===== config.mk =====
export PLATFORM = sky130hd
export DESIGN_NAME = esc_throttle_ramp_with_reversal_unit
export DESIGN_NICKNAME = d
export VERILOG_FILES = /design/src/hw/rtl/etr_pkg.sv /design/src/hw/rtl/esc_throttle_ramp_with_reversal_unit.sv
export SDC_FILE = /design/constraint.sdc
export NUM_CORES = 1
export LEC_CHECK = 0
export BUFFER_PORTS_ARGS = -buffer_cell sky130_fd_sc_hd__buf_2
export CAP_MARGIN = 20
export CORE_UTILIZATION = 45
export DETAILED_ROUTE_END_ITERATION = 6
export PLACE_DENSITY = 0.69
export SETUP_SLACK_MARGIN = 0.3
export SYNTH_ARGS = -nofsm -noshare
export SYNTH_HDL_FRONTEND = slang
export SYNTH_SLANG_ARGS = --single-unit

===== constraint.sdc =====
create_clock -name clk -period 9.8 [get_ports clk]
set_input_delay 0.49 -clock clk [delete_from_list [all_inputs] [get_ports clk]]
set_output_delay 0.49 -clock clk [all_outputs]
set_load 0.01 [all_outputs]

===== src/hw/rtl/etr_pkg.sv =====
// Package for the ESC throttle ramp: widths, register indexes, reset values, opcodes, states, phase codes.
`default_nettype none

package etr_pkg;

  // Pulse width in microseconds
  localparam int PULSE_BITS = 12;
  localparam int SPEED_W    = 8;
  localparam int STEP_W     = 6;
  localparam int SETTLE_W   = 10;
  localparam int CFG_IDX_W  = 2;

  // speed * |span|, and the width of the reciprocal estimate sum
  localparam int MAG_W = SPEED_W + PULSE_BITS;
  localparam int EST_W = MAG_W + 17;

  // Register indexes
  localparam logic [CFG_IDX_W-1:0] CFG_STEP_SIZE   = 2'd0;
  localparam logic [CFG_IDX_W-1:0] CFG_MIN_PULSE   = 2'd1;
  localparam logic [CFG_IDX_W-1:0] CFG_MAX_PULSE   = 2'd2;
  localparam logic [CFG_IDX_W-1:0] CFG_SETTLE_TICK = 2'd3;

  // Reset values
  localparam logic [STEP_W-1:0]     RST_STEP_SIZE = STEP_W'(2);
  localparam logic [PULSE_BITS-1:0] RST_MIN_PULSE = PULSE_BITS'(1000);
  localparam logic [PULSE_BITS-1:0] RST_MAX_PULSE = PULSE_BITS'(2000);
  localparam logic [SETTLE_W-1:0]   RST_SETTLE    = SETTLE_W'(100);

  // Opcodes carried in tuser
  localparam logic OP_TICK    = 1'b0;
  localparam logic OP_COMMAND = 1'b1;

  // Ramp sequencer states
  typedef enum logic [3:0] {
    PH_IDLE   = 4'b0001,
    PH_BRAKE  = 4'b0010,
    PH_SETTLE = 4'b0100,
    PH_RAMP   = 4'b1000
  } phase_t;

  // Phase codes as reported on the result stream
  localparam logic [1:0] PHC_IDLE   = 2'd0;
  localparam logic [1:0] PHC_BRAKE  = 2'd1;
  localparam logic [1:0] PHC_SETTLE = 2'd2;
  localparam logic [1:0] PHC_RAMP   = 2'd3;

endpackage

`default_nettype wire


===== src/hw/rtl/esc_throttle_ramp_with_reversal_unit.sv =====
// ESC throttle slew limiter with reverse interlock: pipeline, sequencer and config registers.
//
//  channel | direction | handshake          | payload
//  --------+-----------+--------------------+-------------------------------------------
//  in_     | slave     | in_tvalid/tready   | tuser opcode, tdata speed + direction
//  out_    | master    | out_tvalid/tready  | tdata pulse, relay, phase
//  cfg_    | slave     | cfg_valid/ready    | cfg_index, cfg_data (always ready)
//
// One request per cycle sustained while out_tready is high; three register stages (stage 1,
// stage 2, result register) lie between the accepting edge and out_tvalid rising.
// Stage 1 registers speed * |max - min|, stage 2 divides by 255 through a reciprocal
// shift-add with one correction step, stage 3 updates the ramp state and the result.
// Reset (rst_n low, synchronous) loads the default registers and a forward, idle state.
// Stages hold when downstream is full and stalled; an empty stage takes a request anyway.
`default_nettype none

module esc_throttle_ramp_with_reversal_unit (
  input  wire logic                           clk,
  input  wire logic                           rst_n,
  // in_tuser: [0] opcode
  // in_tdata: [7:0] target_speed, [8] want_reverse, [15:9] zero
  input  wire logic                           in_tvalid,
  output logic                                in_tready,
  input  wire logic [15:0]                    in_tdata,
  input  wire logic                           in_tuser,
  // out_tdata: [11:0] esc_pulse_us, [12] relay_reverse, [14:13] ramp_phase, [15] zero
  output logic                                out_tvalid,
  input  wire logic                           out_tready,
  output logic [15:0]                         out_tdata,
  input  wire logic                           cfg_valid,
  output logic                                cfg_ready,
  input  wire logic [etr_pkg::CFG_IDX_W-1:0]  cfg_index,
  input  wire logic [etr_pkg::PULSE_BITS-1:0] cfg_data
);
  import etr_pkg::*;

  // Configuration registers
  logic [STEP_W-1:0]     step_r;
  logic [PULSE_BITS-1:0] min_r;
  logic [PULSE_BITS-1:0] max_r;
  logic [SETTLE_W-1:0]   settle_ticks_r;

  assign cfg_ready = 1'b1;

  always_ff @(posedge clk) begin
    if (!rst_n) begin
      step_r         <= RST_STEP_SIZE;
      min_r          <= RST_MIN_PULSE;
      max_r          <= RST_MAX_PULSE;
      settle_ticks_r <= RST_SETTLE;
    end else if (cfg_valid && cfg_ready) begin
      unique case (cfg_index)
        CFG_STEP_SIZE:   step_r         <= cfg_data[STEP_W-1:0];
        CFG_MIN_PULSE:   min_r          <= cfg_data;
        CFG_MAX_PULSE:   max_r          <= cfg_data;
        CFG_SETTLE_TICK: settle_ticks_r <= cfg_data[SETTLE_W-1:0];
        default: ;
      endcase
    end
  end

  // Pipeline flow control: a stage loads when empty or when it empties this cycle
  logic s1_v_r, s2_v_r, out_v_r;
  logic out_move, s2_rdy, s1_rdy;

  assign out_move  = out_tready || !out_v_r;
  assign s2_rdy    = !s2_v_r || out_move;
  assign s1_rdy    = !s1_v_r || s2_rdy;
  assign in_tready = s1_rdy;

  logic in_acc, s1_to_s2, s2_to_out;
  assign in_acc    = in_tvalid && in_tready;
  assign s1_to_s2  = s1_v_r && s2_rdy;
  assign s2_to_out = s2_v_r && out_move;

  always_ff @(posedge clk) begin
    if (!rst_n) begin
      s1_v_r  <= 1'b0;
      s2_v_r  <= 1'b0;
      out_v_r <= 1'b0;
    end else begin
      if (s1_rdy)   s1_v_r  <= in_acc;
      if (s2_rdy)   s2_v_r  <= s1_to_s2;
      if (out_move) out_v_r <= s2_v_r;
    end
  end

  // Stage 1: signed span and magnitude product
  logic [PULSE_BITS:0]   span;
  logic                  span_neg;
  logic [PULSE_BITS-1:0] span_abs;
  logic [MAG_W-1:0]      mag_nxt;

  always_comb begin
    span     = {1'b0, max_r} - {1'b0, min_r};
    span_neg = span[PULSE_BITS];
    span_abs = span_neg ? PULSE_BITS'(-span) : span[PULSE_BITS-1:0];
    mag_nxt  = MAG_W'(in_tdata[SPEED_W-1:0]) * MAG_W'(span_abs);
  end

  logic             s1_op_r, s1_rev_r, s1_neg_r;
  logic [MAG_W-1:0] s1_mag_r;

  always_ff @(posedge clk) begin
    if (in_acc) begin
      s1_op_r  <= in_tuser;
      s1_rev_r <= in_tdata[SPEED_W];
      s1_neg_r <= span_neg;
      s1_mag_r <= mag_nxt;
    end
  end

  // Stage 2: divide by 255 (estimate by 1/255 = 65793 / 2^24, then one correction)
  logic [EST_W-1:0]      est_sum;
  logic [PULSE_BITS-1:0] est;
  logic [MAG_W-1:0]      est_x255, rem;
  logic [PULSE_BITS-1:0] quot;
  logic [PULSE_BITS-1:0] tgt_nxt;

  always_comb begin
    est_sum  = EST_W'(s1_mag_r) + (EST_W'(s1_mag_r) << 8) + (EST_W'(s1_mag_r) << 16);
    est      = est_sum[24 +: PULSE_BITS];
    est_x255 = (MAG_W'(est) << 8) - MAG_W'(est);
    rem      = s1_mag_r - est_x255;
    quot     = (rem >= MAG_W'(255)) ? est + PULSE_BITS'(1) : est;
    tgt_nxt  = s1_neg_r ? min_r - quot : min_r + quot;
  end

  logic                  s2_op_r, s2_rev_r;
  logic [PULSE_BITS-1:0] s2_tgt_r;

  always_ff @(posedge clk) begin
    if (s1_to_s2) begin
      s2_op_r  <= s1_op_r;
      s2_rev_r <= s1_rev_r;
      s2_tgt_r <= tgt_nxt;
    end
  end

  // Stage 3: ramp sequencer state
  logic [PULSE_BITS-1:0] pulse_r, pulse_nxt;
  logic [PULSE_BITS-1:0] final_r, final_nxt;
  logic                  dir_now_r, dir_now_nxt;
  logic                  dir_want_r, dir_want_nxt;
  phase_t                phase_r, phase_nxt;
  logic [SETTLE_W-1:0]   settle_r, settle_nxt;

  // One step toward goal, landing exactly on it
  function automatic logic [PULSE_BITS-1:0] move_toward(
    input logic [PULSE_BITS-1:0] cur,
    input logic [PULSE_BITS-1:0] goal,
    input logic [STEP_W-1:0]     st
  );
    logic [PULSE_BITS-1:0] stx;
    logic [PULSE_BITS-1:0] res;
    stx = PULSE_BITS'(st);
    res = cur;
    if (cur < goal) begin
      res = ((goal - cur) <= stx) ? goal : cur + stx;
    end else if (cur > goal) begin
      res = ((cur - goal) <= stx) ? goal : cur - stx;
    end
    return res;
  endfunction

  function automatic logic [1:0] phase_code(input phase_t ph);
    logic [1:0] c;
    unique case (ph)
      PH_IDLE:   c = PHC_IDLE;
      PH_BRAKE:  c = PHC_BRAKE;
      PH_SETTLE: c = PHC_SETTLE;
      PH_RAMP:   c = PHC_RAMP;
      default:   c = PHC_IDLE;
    endcase
    return c;
  endfunction

  logic [STEP_W-1:0]   step_eff;
  logic [SETTLE_W-1:0] settle_dec;

  always_comb begin
    // a step size of zero moves by one
    step_eff     = (step_r == '0) ? STEP_W'(1) : step_r;
    pulse_nxt    = pulse_r;
    final_nxt    = final_r;
    dir_now_nxt  = dir_now_r;
    dir_want_nxt = dir_want_r;
    phase_nxt    = phase_r;
    settle_nxt   = settle_r;
    settle_dec   = (settle_r != '0) ? settle_r - SETTLE_W'(1) : settle_r;

    if (s2_op_r == OP_COMMAND) begin
      final_nxt    = s2_tgt_r;
      dir_want_nxt = s2_rev_r;
      if (s2_rev_r != dir_now_r) begin
        phase_nxt = PH_BRAKE;
      end else if (phase_r != PH_SETTLE) begin
        phase_nxt = (pulse_r == s2_tgt_r) ? PH_IDLE : PH_RAMP;
      end
    end else begin
      unique case (phase_r)
        PH_BRAKE: begin
          pulse_nxt = move_toward(pulse_r, min_r, step_eff);
          // at the floor: flip the relay and start settling
          if (pulse_nxt == min_r) begin
            dir_now_nxt = dir_want_r;
            settle_nxt  = settle_ticks_r;
            phase_nxt   = PH_SETTLE;
          end
        end
        PH_SETTLE: begin
          settle_nxt = settle_dec;
          if (settle_dec == '0) begin
            phase_nxt = (pulse_r == final_r) ? PH_IDLE : PH_RAMP;
          end
        end
        PH_RAMP: begin
          pulse_nxt = move_toward(pulse_r, final_r, step_eff);
          if (pulse_nxt == final_r) begin
            phase_nxt = PH_IDLE;
          end
        end
        PH_IDLE: ;
        default: ;
      endcase
    end
  end

  always_ff @(posedge clk) begin
    if (!rst_n) begin
      pulse_r    <= RST_MIN_PULSE;
      final_r    <= RST_MIN_PULSE;
      dir_now_r  <= 1'b0;
      dir_want_r <= 1'b0;
      phase_r    <= PH_IDLE;
      settle_r   <= '0;
    end else if (s2_to_out) begin
      pulse_r    <= pulse_nxt;
      final_r    <= final_nxt;
      dir_now_r  <= dir_now_nxt;
      dir_want_r <= dir_want_nxt;
      phase_r    <= phase_nxt;
      settle_r   <= settle_nxt;
    end
  end

  // Result register: snapshot of the state after the request
  logic [PULSE_BITS-1:0] out_pulse_r;
  logic                  out_relay_r;
  logic [1:0]            out_phase_r;

  always_ff @(posedge clk) begin
    if (s2_to_out) begin
      out_pulse_r <= pulse_nxt;
      out_relay_r <= dir_now_nxt;
      out_phase_r <= phase_code(phase_nxt);
    end
  end

  assign out_tvalid = out_v_r;
  assign out_tdata  = {1'b0, out_phase_r, out_relay_r, out_pulse_r};

  // Idle means the pulse sits on its target
  a_idle_on_target: assert property (@(posedge clk) disable iff (!rst_n)
    phase_r == PH_IDLE |-> pulse_r == final_r)
    else $error("idle phase with pulse off target");

  // A pending direction change is always being braked
  a_dir_interlock: assert property (@(posedge clk) disable iff (!rst_n)
    dir_now_r != dir_want_r |-> phase_r == PH_BRAKE)
    else $error("direction mismatch outside braking");

  // The pulse only moves when a request leaves stage 2
  a_pulse_hold: assert property (@(posedge clk) disable iff (!rst_n)
    !s2_to_out |=> $stable(pulse_r) && $stable(phase_r))
    else $error("ramp state changed without a request");

  // An accepted request always lands in stage 1
  a_in_capture: assert property (@(posedge clk) disable iff (!rst_n)
    in_acc |=> s1_v_r)
    else $error("accepted request lost at stage 1");

endmodule

`default_nettype wire

# --- Word-level counts from Yosys, hierarchy flattened ---
# Cells that the tools add are included.
op_classes:
  multipliers: 1
  n_reduce_logical: 20
  order_cmp: 9
  n_eq_ne: 16
  n_addsub: 16
  muxes: 34
  bitwise: 1
op_table:
  columns: ["operator", "n"]
  rows:
  - ["$mux W12", 16]
  - ["$sub A12 B12 Y12", 5]
  - ["$eq A12 B12 Y1", 4]
  - ["$le A12 B6 Y1", 4]
  - ["$add A29 B36 Y36", 1]
  - ["$mux W4", 8]
  - ["$add A20 B28 Y29", 1]
  - ["$gt A12 B12 Y1", 2]
  - ["$lt A12 B12 Y1", 2]
  - ["$pmux W12 S2", 1]
  - ["$ge A20 B8 Y1 const B", 1]
  - ["$mul A8 B12 Y20", 1]
  - ["$mux W10", 2]
  - ["$pmux W10 S2", 1]
  - ["$sub A20 B12 Y20", 1]
  - ["$sub A20 B20 Y20", 1]
  - ["$sub A12 B12 Y13", 1]
  - ["$add A12 B1 Y12 const B", 1]
  - ["$add A12 B12 Y12", 1]
  - ["$add A12 B6 Y12", 1]
  - ["$neg A12 Y12", 1]
  - ["$pmux W4 S3", 1]
  - ["$sub A12 B6 Y12", 1]
  - ["$logic_not A10 Y1", 1]
  - ["22 further kinds", 38]
word_totals:
  elab_cells: 120
  register_bits: 135
  input_bits: 36
  output_inout_bits: 19

# --- Longest topological paths before layout ---
# Gate-level depths: netlist of run 1.
depth:
  ltp_word: 14
  depth_mapped: 43
  mapped_depth_nobuf: 41

# --- Worst setup path after synthesis of run 1 ---
# OpenSTA, ideal clock, no wires.
synth_path:
  kind: "reg-to-reg"
  from: "register s1_mag_r[15]"
  to: "register s2_tgt_r[11] (data pin)"
  synth_period_minus_slack_ns: 9.003
  setup_time_ns: 0.264
  stages_incl_launch_ff: 42
  path_buffers: 2
  t_required_ns: 9.536
  setup_slack_ns: 0.797
  arrival_ns: 8.739
  path_cell_list: "edfxtp_1 -> ha_1 -> ha_1 -> or4_1 -> a31oi_1 -> a31oi_1 -> or2_2 -> and3_1 -> and2_1 -> ha_1 -> inv_1 -> fa_1 -> inv_1 -> ha_1 -> a211oi_1 -> a21oi_1 -> a21o_1 -> a221o_1 -> (+6 left out) -> xor2_1 -> inv_1 -> ha_1 -> o21ai_0 -> ha_1 -> nor2b_1 -> o21ai_0 -> a21boi_0 -> o21ai_0 -> a21boi_0 -> o21ai_0 -> a21oi_1 -> o21a_1 -> o21ai_0 -> nand2b_1 -> xnor2_1 -> xnor2_1 -> xor2_1"
synth_via:
  elab_chain_len: 8
  elab_cells_between_ends: 10
  classes_between: "7 x add/sub; 1 x order compare; 2 x mux"
synth_lines:
  columns: ["element", "line_no", "text"]
  rows:
  - ["start, declared", "esc_throttle_ramp_with_reversal_unit.sv:102", "logic [MAG_W-1:0] s1_mag_r;"]
  - ["start signal, assigned", "esc_throttle_ramp_with_reversal_unit.sv:109", "s1_mag_r <= mag_nxt;"]
  - ["$add A20 B28 Y29", "esc_throttle_ramp_with_reversal_unit.sv:121", "est_sum = EST_W'(s1_mag_r) + (EST_W'(s1_mag_r) << 8) + (EST_W'(s1_mag_r) << 16);"]
  - ["$add A29 B36 Y36", "esc_throttle_ramp_with_reversal_unit.sv:121", null]
  - ["$sub A20 B12 Y20", "esc_throttle_ramp_with_reversal_unit.sv:123", "est_x255 = (MAG_W'(est) << 8) - MAG_W'(est);"]
  - ["$sub A20 B20 Y20", "esc_throttle_ramp_with_reversal_unit.sv:124", "rem = s1_mag_r - est_x255;"]
  - ["$ge A20 B8 Y1", "esc_throttle_ramp_with_reversal_unit.sv:125", "quot = (rem >= MAG_W'(255)) ? est + PULSE_BITS'(1) : est;"]
  - ["$mux W12 (*)", "esc_throttle_ramp_with_reversal_unit.sv:125", null]
  - ["$add A12 B12 Y12 / $sub A12 B12 Y12 (equally long branches)", "esc_throttle_ramp_with_reversal_unit.sv:126", "tgt_nxt = s1_neg_r ? min_r - quot : min_r + quot;"]
  - ["$mux W12 (*)", "esc_throttle_ramp_with_reversal_unit.sv:126", null]
  - ["named net tgt_nxt[11]", "esc_throttle_ramp_with_reversal_unit.sv:118", "logic [PULSE_BITS-1:0] tgt_nxt;"]
  - ["end signal, assigned", "esc_throttle_ramp_with_reversal_unit.sv:136", "s2_tgt_r <= tgt_nxt;"]
  - ["end, declared", "esc_throttle_ramp_with_reversal_unit.sv:130", "logic [PULSE_BITS-1:0] s2_tgt_r;"]
# Mark *: on every way through the listed nets, which the timed path passes. The rest lies on a longest branch.
# A chain may end at the register's enable or synchronous reset.

# --- Final worst setup path of run 1 ---
layout_path:
  from: "register s1_mag_r[19]"
  to: "register s2_tgt_r[11] (data pin)"
# Same word-level chain as after synthesis.

==> results of run 1 <==
layout make-up:
cell class | instances | area [sq um]
clock buffers | 18 | 450
multi-input cells | 1873 | 13800
flip-flops and latches | 135 | 3230
well taps | 525 | 657
inverters | 197 | 739
clock inverters | 14 | 181
fillers | 3871 | 20100
repair buffers | 101 | 646
through the flow:
stage          hold slack (ps)  std cells
2_1_floorplan              400       2326
3_3_place_gp               406       2815
3_5_place_dp               413       2816
4_1_cts                    200       2850
5_1_grt                    200       2863
6_report                   216       2863
critical path, delay by kind of cell (launching register included):
family                     cells  cell delay (ps)
and+or+nand+nor               12             2460
adders and majority gates      7             2420
AOI/OAI and AO/OA             13             2100
xor gates and xnor gates       6              910
DFF                            1              480
buffers and inverters          4              390
cells in the final DEF (no fill, tap or decap), types with 20 or more instances in the layout:
cell      netlist  layout
edfxtp_1       52      52
a21oi_1       168     165
xnor2_1       121     120
ha_1          208     207
nor2_1        168     168
a31oi_1        23      21
o211ai_1       45      45
nand3_1        63      63
buf_2           6      45
nor3_1         51      49
nor2b_1        32      32
xor2_1         51      50
inv_1         193     193
buf_4           4      56
and3_1         20      20
a21o_1         37      37
and2_1         54      53
a211oi_1       27      26
nand4_1        25      25
o21a_1         21      21
fa_1           74      74
o21ai_0       116     111
dfxtp_1        83      81
nand2_1       261     261
sequential cells by signal, summed over array words and instances, names as in the netlist, 10 cells and up:
register,count
max_r,12
s2_tgt_r,12
min_r,12
settle_ticks_r,10
pulse_r,12
final_r,12
s1_mag_r,20
settle_r,10
out_pulse_r,12
kinds of logic after synthesis:
kind of cell / count (synthesis)
XOR/XNOR: 173
flip-flops: 135
buffers and inverters: 318
multiplexers: 22
AO/OA/AOI/OAI: 619
adder cells (fa/ha/maj): 282
AND/OR/NAND/NOR: 775
other: 2
path summary, 6_finish.rpt:
check	to	slack, ps	depth (start not counted)
worst max-delay path	s2_tgt_r[11]	780	42
worst min-delay path	s1_rev_r	220	1
worst max register to register	s2_tgt_r[11]	780	42
worst min register to register	s2_rev_r	430	0
per-layer routing:
layer  track usage  routed length [microns]
met3        0.0496                     5220
met1         0.407                    26200
met5             0                        0
met2         0.444                    26200
met4         0.100                     1710
repair_timing:
| item | in CTS | in global routing |
|---|---|---|
| resized for setup | 0 | 21 |
| pin swaps | 1 | 3 |
| hold endpoints to repair | 0 | 0 |
| buffers inserted | 2 | 12 |
| setup endpoints to repair | 1 | 5 |
==> results.tsv, run 1 <==
metric	value	unit
status	completed	
CP Data Required Time	9990	ps
sequential share of the synthesized area	0.178	
Initial Utilization	0.456	
max-slew violations	0	
Worst-Skew Late Latency	460	ps
DIE HEIGHT	203	microns
Clock Sinks	135	
asr flop ratio synth	0	
Row Count	73	
area delta synth->final	8.53	%
Worst Setup Path Type	reg -> reg	
Worst path slowest cell	fa_1	
Crit Path Max Fanout	7	
RSZ-0062 raised after global routing	no	
CTS Buf Count	17	
total grt overflow	0	
Post-Synth Adder-Cell Area	0.225	
Reg clk slew, reported paths	70	ps
Vias/cell	6.14	
input/output buffers	45	
core box area	0.0397	sq mm
Final Wtd Congestion	1.00	
initial detailed-routing violation count	1579	
biggest area consumer among synthesized cells	ha_1	
Final min period	9020	ps
top cell type's share of synthesized area	0.144	
initial antenna violation count	0	
Slew headroom	0.292	
Max Buffers Root-to-Sink	2	
final setup vio count	0	
worst-margin pin slew	1050	ps
I/O Pins	55	
ANT cells	0	
clock root cell	clkbuf_16	
Final Cell Area	0.0197	sq mm
endpoint class of the critical path	flop	
crit path launch type	flop	
hold wc startpoint	in_tdata[8]	
CP startpoint	s1_mag_r[19]	
share of layout cells above drive strength 1	0.0825	
final core utilization	0.495	
clock skew	17.2	ps
final worst slack	783	ps
most common library cells after synthesis	261 x nand2_1, 208 x ha_1, 193 x inv_1, 168 x a21oi_1, 168 x nor2_1	
first-pass GRT wire length	92800	microns
Max Fclk	111	MHz
Synth Net Count	2644	
xor and xnor fraction of the mapped netlist area	0.0843	
largest net degree at the start of global routing	52	
die area	0.0411	sq mm
post-route ant nets	0	
Post-DP Area	0.0189	sq mm
Final Hold Fails	0	
Syn Inst Count	2326	
via count	17600	
Final HPWL DP	45100	microns
WL final	59400	microns
chip width	203	microns
Sum Neg Setup Slack	0	ps
Critical Path AT	9200	ps
drt pass-1 iters	6	
Synth Register Bits	135	
TritonCTS clock tree	built	
vias in the first global route	16600	
max cap viols	0	
H-Tree Depth	4	
DRC Markers	0	
multiplexer share of the synthesized area	0.0124	
Hold Crit Class	in -> reg	
FF-to-FF Start	s1_mag_r[19]	
gr usage total	0.289	
Nets	2643	
WL/cell	20.7	microns
pre-CTS setup slack	174	ps
simple-gate portion of the synthesized area	0.206	
Post-synth EDFFs	52	
combinational family with the most area after synthesis	compound AO/OA/AOI/OAI gates	
Synth warnings	0	
Synth Cell Area	0.0181	sq mm
most numerous cell in the Yosys netlist	nand2_1	
hold buffers post-CTS	0	
complex-gate fraction of the synthesized area	0.226	
post-route clock period utilization	0.920	
top post-synthesis cells by area	ha_1 14%, dfxtp_1 9.2%, edfxtp_1 8.6%	
count of cell types in the netlist	86	
ys flop type	dfxtp_1	
Critical Path Max Stage Delay	510	ps
Mapped Avg Cell Area	7.79	sq um
Power of run 1 is not shown: default switching activity piles up to over one toggle a cycle in this logic, so the estimate is an artifact.
==> run 2: changes to the inputs <==
--- a/config.mk
+++ b/config.mk
@@ -7,6 +7,7 @@
 export LEC_CHECK = 0
 export BUFFER_PORTS_ARGS = -buffer_cell sky130_fd_sc_hd__buf_2
 export CAP_MARGIN = 20
+export CORE_ASPECT_RATIO = 1.25
 export CORE_UTILIZATION = 45
 export DETAILED_ROUTE_END_ITERATION = 6
 export PLACE_DENSITY = 0.69
==> run 2 against run 1 <==
  * Utilization grew 0.24 points
  * Register-to-register slack gained 90 ps
  * Clock skew increased by 1.8 ps
  * Wire length rose by 4.5%
  * Critical endpoint unchanged
  * Global-route usage rose by 1.3 points
  * Via count grew 0.89%
  * Setup slack better by 91 ps
==> results.tsv, run 2 (synthesis gave the netlist of run 1 again) <==
metric	value	unit	change
status	completed		
CP Data Required Time	9980	ps	about the same
gr usage total	0.302		+0.0131
most common cell after layout, fill and taps aside	nand2_1		
input/output buffers	45		unchanged
WL/cell	21.8	microns	+5.3%
largest net degree at the start of global routing	41		-21%
Max Buffers Root-to-Sink	2		unchanged
drt pass-1 iters	7		+1
Max Fclk	112	MHz	+1.0%
Critical Path Max Stage Delay	560	ps	+50 ps
first-pass GRT wire length	95500	microns	+3.0%
clock skew	19.1	ps	+1.84 ps
Nets	2648		+0.19%
Worst Setup Path Type	reg -> reg		
crit path launch type	flop		
Critical Path AT	9110	ps	-90 ps
Final HPWL DP	47500	microns	+5.2%
area delta synth->final	8.21	%	
clock root cell	clkbuf_16		
initial antenna violation count	2		+2
Top reg by flops	s1_mag_r		
ANT cells	0		unchanged
final setup vio count	0		unchanged
via count	17700		+0.89%
H-Tree Depth	4		unchanged
Sum Neg Setup Slack	0	ps	unchanged
max-slew violations	0		unchanged
chip width	182	microns	-10%
Vias/cell	6.24		+1.7%
Clock Sinks	135		unchanged
post-route clock period utilization	0.911		-0.00927
max FFs per register	20		unchanged
max cap viols	0		unchanged
most frequent cells in the layout	261 x nand2_1, 206 x ha_1, 193 x inv_1		
Row Count	81		+11%
initial detailed-routing violation count	1610		+2.0%
Slew headroom	0.154		-0.138
WL final	62100	microns	+4.5%
post-route ant nets	0		unchanged
die area	0.0411	sq mm	about the same
RSZ-0062 raised after global routing	yes		
share of layout cells above drive strength 1	0.0841		+0.00153
Initial Utilization	0.460		+0.00356
DRC Markers	0		unchanged
Final Wtd Congestion	1.02		+1.7%
CTS Buf Count	17		unchanged
Final min period	8930	ps	-90.9 ps
Hold Crit Class	in -> reg		
endpoint class of the critical path	flop		
Final Hold Fails	0		unchanged
Worst-Skew Late Latency	450	ps	about the same
DIE HEIGHT	226	microns	+12%
worst-margin pin slew	1260	ps	+216 ps
core box area	0.0394	sq mm	-0.77%
I/O Pins	55		unchanged
Crit Path Max Fanout	22		+15
Worst path slowest cell	or4_1		
Reg clk slew, reported paths	80	ps	about the same
vias in the first global route	17200		+3.9%
TritonCTS clock tree	built		
total grt overflow	0		unchanged
-- run 2: final timing paths --
| kind | start | to | slack, ps | cells past startpoint |
|---|---|---|---|---|
| max | s1_mag_r[9] | s2_tgt_r[11] | 870 | 38 |
| min | in_tuser | s1_op_r | 220 | 1 |
| max reg2reg | s1_mag_r[9] | s2_tgt_r[11] | 870 | 38 |
| min reg2reg | s1_rev_r | s2_rev_r | 430 | 0 |
-- run 2: final cells by class --
cell class,instances,area [sq um]
clock buffers,17,425
clock inverters,15,128
fillers,3842,19800
inverters,197,739
multi-input cells,1873,13800
flip-flops and latches,135,3220
well taps,498,623
repair buffers,106,683
-- run 2: timing repair --
item                       4_1_cts  5_1_grt
setup endpoints to repair        1        5
cloned                           0        0
setup buffers                    0       14
resized for setup                1       21
hold endpoints to repair         0        0
pin swaps                        0        8
hold buffers                     0        0
-- run 2: metrics by stage --
stage                     std cells  utilization  setup slack, ps  hold WS, ps  instance area [sq um]
after floorplan                2326            -              797          400                  18100
after global placement         2794        0.479              556          412                  18900
after detailed placement       2794        0.479              352          412                  18900
after CTS                      2826        0.493              386          213                  19400
after global routing           2841        0.498              247          214                  19600
final                          2841        0.498              874          220                  19600
-- run 2: worst max-delay path, delay by kind of cell (launching register included) --
family / cells / cell delay [ps]
AOI/OAI and AO/OA: 15 / 2870
adders and majority gates: 6 / 2080
and+or+nand+nor: 8 / 1830
xor gates and xnor gates: 4 / 620
buffers and inverters: 4 / 510
DFF: 1 / 480
muxes: 1 / 270
-- run 2: routing by layer --
metal	GRT usage	part of all wire
met5	0	0.00019
met4	0.203	0.069
met3	0.0453	0.067
met2	0.518	0.48
met1	0.349	0.39
Power of run 2 is left out for the same reason.
==> run 3: changes to the inputs <==
--- a/config.mk
+++ b/config.mk
@@ -8,9 +8,9 @@
 export BUFFER_PORTS_ARGS = -buffer_cell sky130_fd_sc_hd__buf_2
 export CAP_MARGIN = 20
 export CORE_ASPECT_RATIO = 1.25
-export CORE_UTILIZATION = 45
+export CORE_UTILIZATION = 60
 export DETAILED_ROUTE_END_ITERATION = 6
-export PLACE_DENSITY = 0.69
+export PLACE_DENSITY = 0.85
 export SETUP_SLACK_MARGIN = 0.3
 export SYNTH_ARGS = -nofsm -noshare
 export SYNTH_HDL_FRONTEND = slang
==> run 3 against run 2 <==
  * Die area decreased by 25%
  * Final cell count decreased by 4.0%
  * Setup slack got worse by 310 ps
  * Flip-flop and latch count unchanged
  * Global-route usage increased by 10 points
  * Sequential share of layout area rose by 0.18 points
  * Critical path type unchanged
  * Critical endpoint unchanged
  * Largest cell class unchanged
==> results.tsv, run 3 (synthesis gave the netlist of run 1 again) <==
metric	value	unit	change
max-slew violations	0		unchanged
Vias/cell	6.61		+5.9%
share of layout cells above drive strength 1	0.0776		-0.00643
Critical Path Max Stage Delay	520	ps	-40 ps
Final Wtd Congestion	1.03		+0.81%
most frequent cells in the layout	261 x nand2_1, 207 x ha_1, 193 x inv_1		
max cap viols	0		unchanged
WL final	62300	microns	+0.43%
TritonCTS clock tree	built		
Max Buffers Root-to-Sink	2		unchanged
Worst Setup EP	s2_tgt_r[11]		
H-Tree Depth	4		unchanged
most common cell after layout, fill and taps aside	nand2_1		
FF-to-FF Start	s1_mag_r[10]		
number of instances in the placed design	2683		-4.0%
worst-margin pin slew	1230	ps	-38.1 ps
post-route ant nets	0		unchanged
max FFs per register	20		unchanged
RSZ-0062 raised after global routing	yes		
Final Hold Fails	0		unchanged
largest net degree at the start of global routing	50		+22%
Final min period	9240	ps	+313 ps
critical path's most frequent cell	ha_1		
Worst-Skew Late Latency	440	ps	about the same
Nets	2636		-0.45%
clock skew	18.6	ps	-0.486 ps
Initial Utilization	0.614		+0.154
Row Count	70		-14%
ANT cells	0		unchanged
area delta synth->final	7.09	%	
CTS Buf Count	17		unchanged
crit path launch type	flop		
WL/cell	22.9	microns	+4.6%
input/output buffers	45		unchanged
Critical Path AT	9410	ps	+300 ps
Worst Setup Path Type	reg -> reg		
via count	18000		+1.6%
vias in the first global route	17500		+1.8%
Hold Crit Class	in -> reg		
clock root cell	clkbuf_16		
I/O Pins	55		unchanged
Max Fclk	108	MHz	-3.4%
die area	0.0309	sq mm	-25%
post-route clock period utilization	0.943		+0.0319
final setup vio count	0		unchanged
status	completed		
Worst path slowest cell	fa_1		
CP Data Required Time	9980	ps	about the same
Reg clk slew, reported paths	60	ps	-20 ps
worst r2r path cells	40		+5.3%
first-pass GRT wire length	95800	microns	+0.30%
Slew headroom	0.176		+0.0222
gr usage total	0.406		+0.104
Clock Sinks	135		unchanged
Top reg by flops	s1_mag_r		
initial detailed-routing violation count	1604		-0.37%
drt pass-1 iters	7		unchanged
CP startpoint	s1_mag_r[10]		
DRC Markers	0		unchanged
flop2flop setup slack	560	ps	-310 ps
total grt overflow	0		unchanged
worst flop-to-flop path endpoint	s2_tgt_r[11]		
Crit Path Max Fanout	6		-73%
initial antenna violation count	3		+1
Final HPWL DP	46400	microns	-2.3%
core box area	0.0295	sq mm	-25%
endpoint class of the critical path	flop		
DIE HEIGHT	196	microns	-13%
Sum Neg Setup Slack	0	ps	unchanged
post-route insts no fill	2727		-4.0%
chip width	157	microns	-13%
==> run 3: cell types whose count changed in the layout (fill, tap and decap cells not counted), moves of 3 or more <==
| cell | before | now |
|---|---|---|
| buf_4 | 61 | 48 |
| inv_6 | 7 | 3 |
| bufinv_16 | 0 | 3 |
| clkinv_4 | 0 | 3 |
| inv_8 | 3 | 0 |
==> run 3: cell type report <==
type | instances | area (sq um)
inverter | 197 | 739
multi-input combinational | 1873 | 13800
fill | 2545 | 10100
sequential | 135 | 3220
clock inverter | 14 | 174
clock buffer | 18 | 429
timing repair buffer | 94 | 597
tap | 396 | 495
==> run 3: worst max-delay path: cells and delay by family (launching register included) <==
kind | cells | cell delay [ps]
AND/OR/NAND/NOR | 11 | 2320
buffers and inverters | 3 | 230
XOR/XNOR | 4 | 750
adder cells (fa/ha/maj) | 7 | 2550
AO/OA/AOI/OAI | 15 | 2660
flip-flops | 1 | 480
==> run 3: stage by stage <==
stage / worst slack [ps] / hold slack, ps / util / instance area, sq um
2_1_floorplan: 797 / 400 / - / 18100
3_3_place_gp: 485 / 401 / 0.633 / 18700
3_5_place_dp: 289 / 408 / 0.633 / 18700
4_1_cts: 308 / 236 / 0.653 / 19300
5_1_grt: 72.1 / 232 / 0.658 / 19400
6_report: 562 / 237 / 0.658 / 19400
==> run 3: layer usage <==
layer	GRT usage	vias up	routed length (microns)
met1	0.448	8526	22000
li1	-	8226	-
met3	0.0809	304	5310
met5	0	-	40
met2	0.685	955	29700
met4	0.310	6	5300
==> run 3: how the worst min path moves through the flow <==
stage | start | end | slack [ps] | cells past startpoint
floorplan | s1_op_r | s2_op_r | 400 | 0
global placement | s1_rev_r | s2_rev_r | 400 | 0
detailed placement | s1_rev_r | s2_rev_r | 410 | 0
CTS | in_tdata[8] | s1_rev_r | 240 | 1
global route | in_tdata[8] | s1_rev_r | 230 | 1
finish | in_tdata[8] | s1_rev_r | 240 | 1
==> run 3: repair_timing <==
action / CTS / global route
setup buffers: 1 / 9
endpoints found under the setup margin: 1 / 7
hold buffers: 0 / 0
resized for setup: 1 / 15
gates cloned: 0 / 0
pin swaps: 0 / 5
Power of run 3 is left out for the same reason.
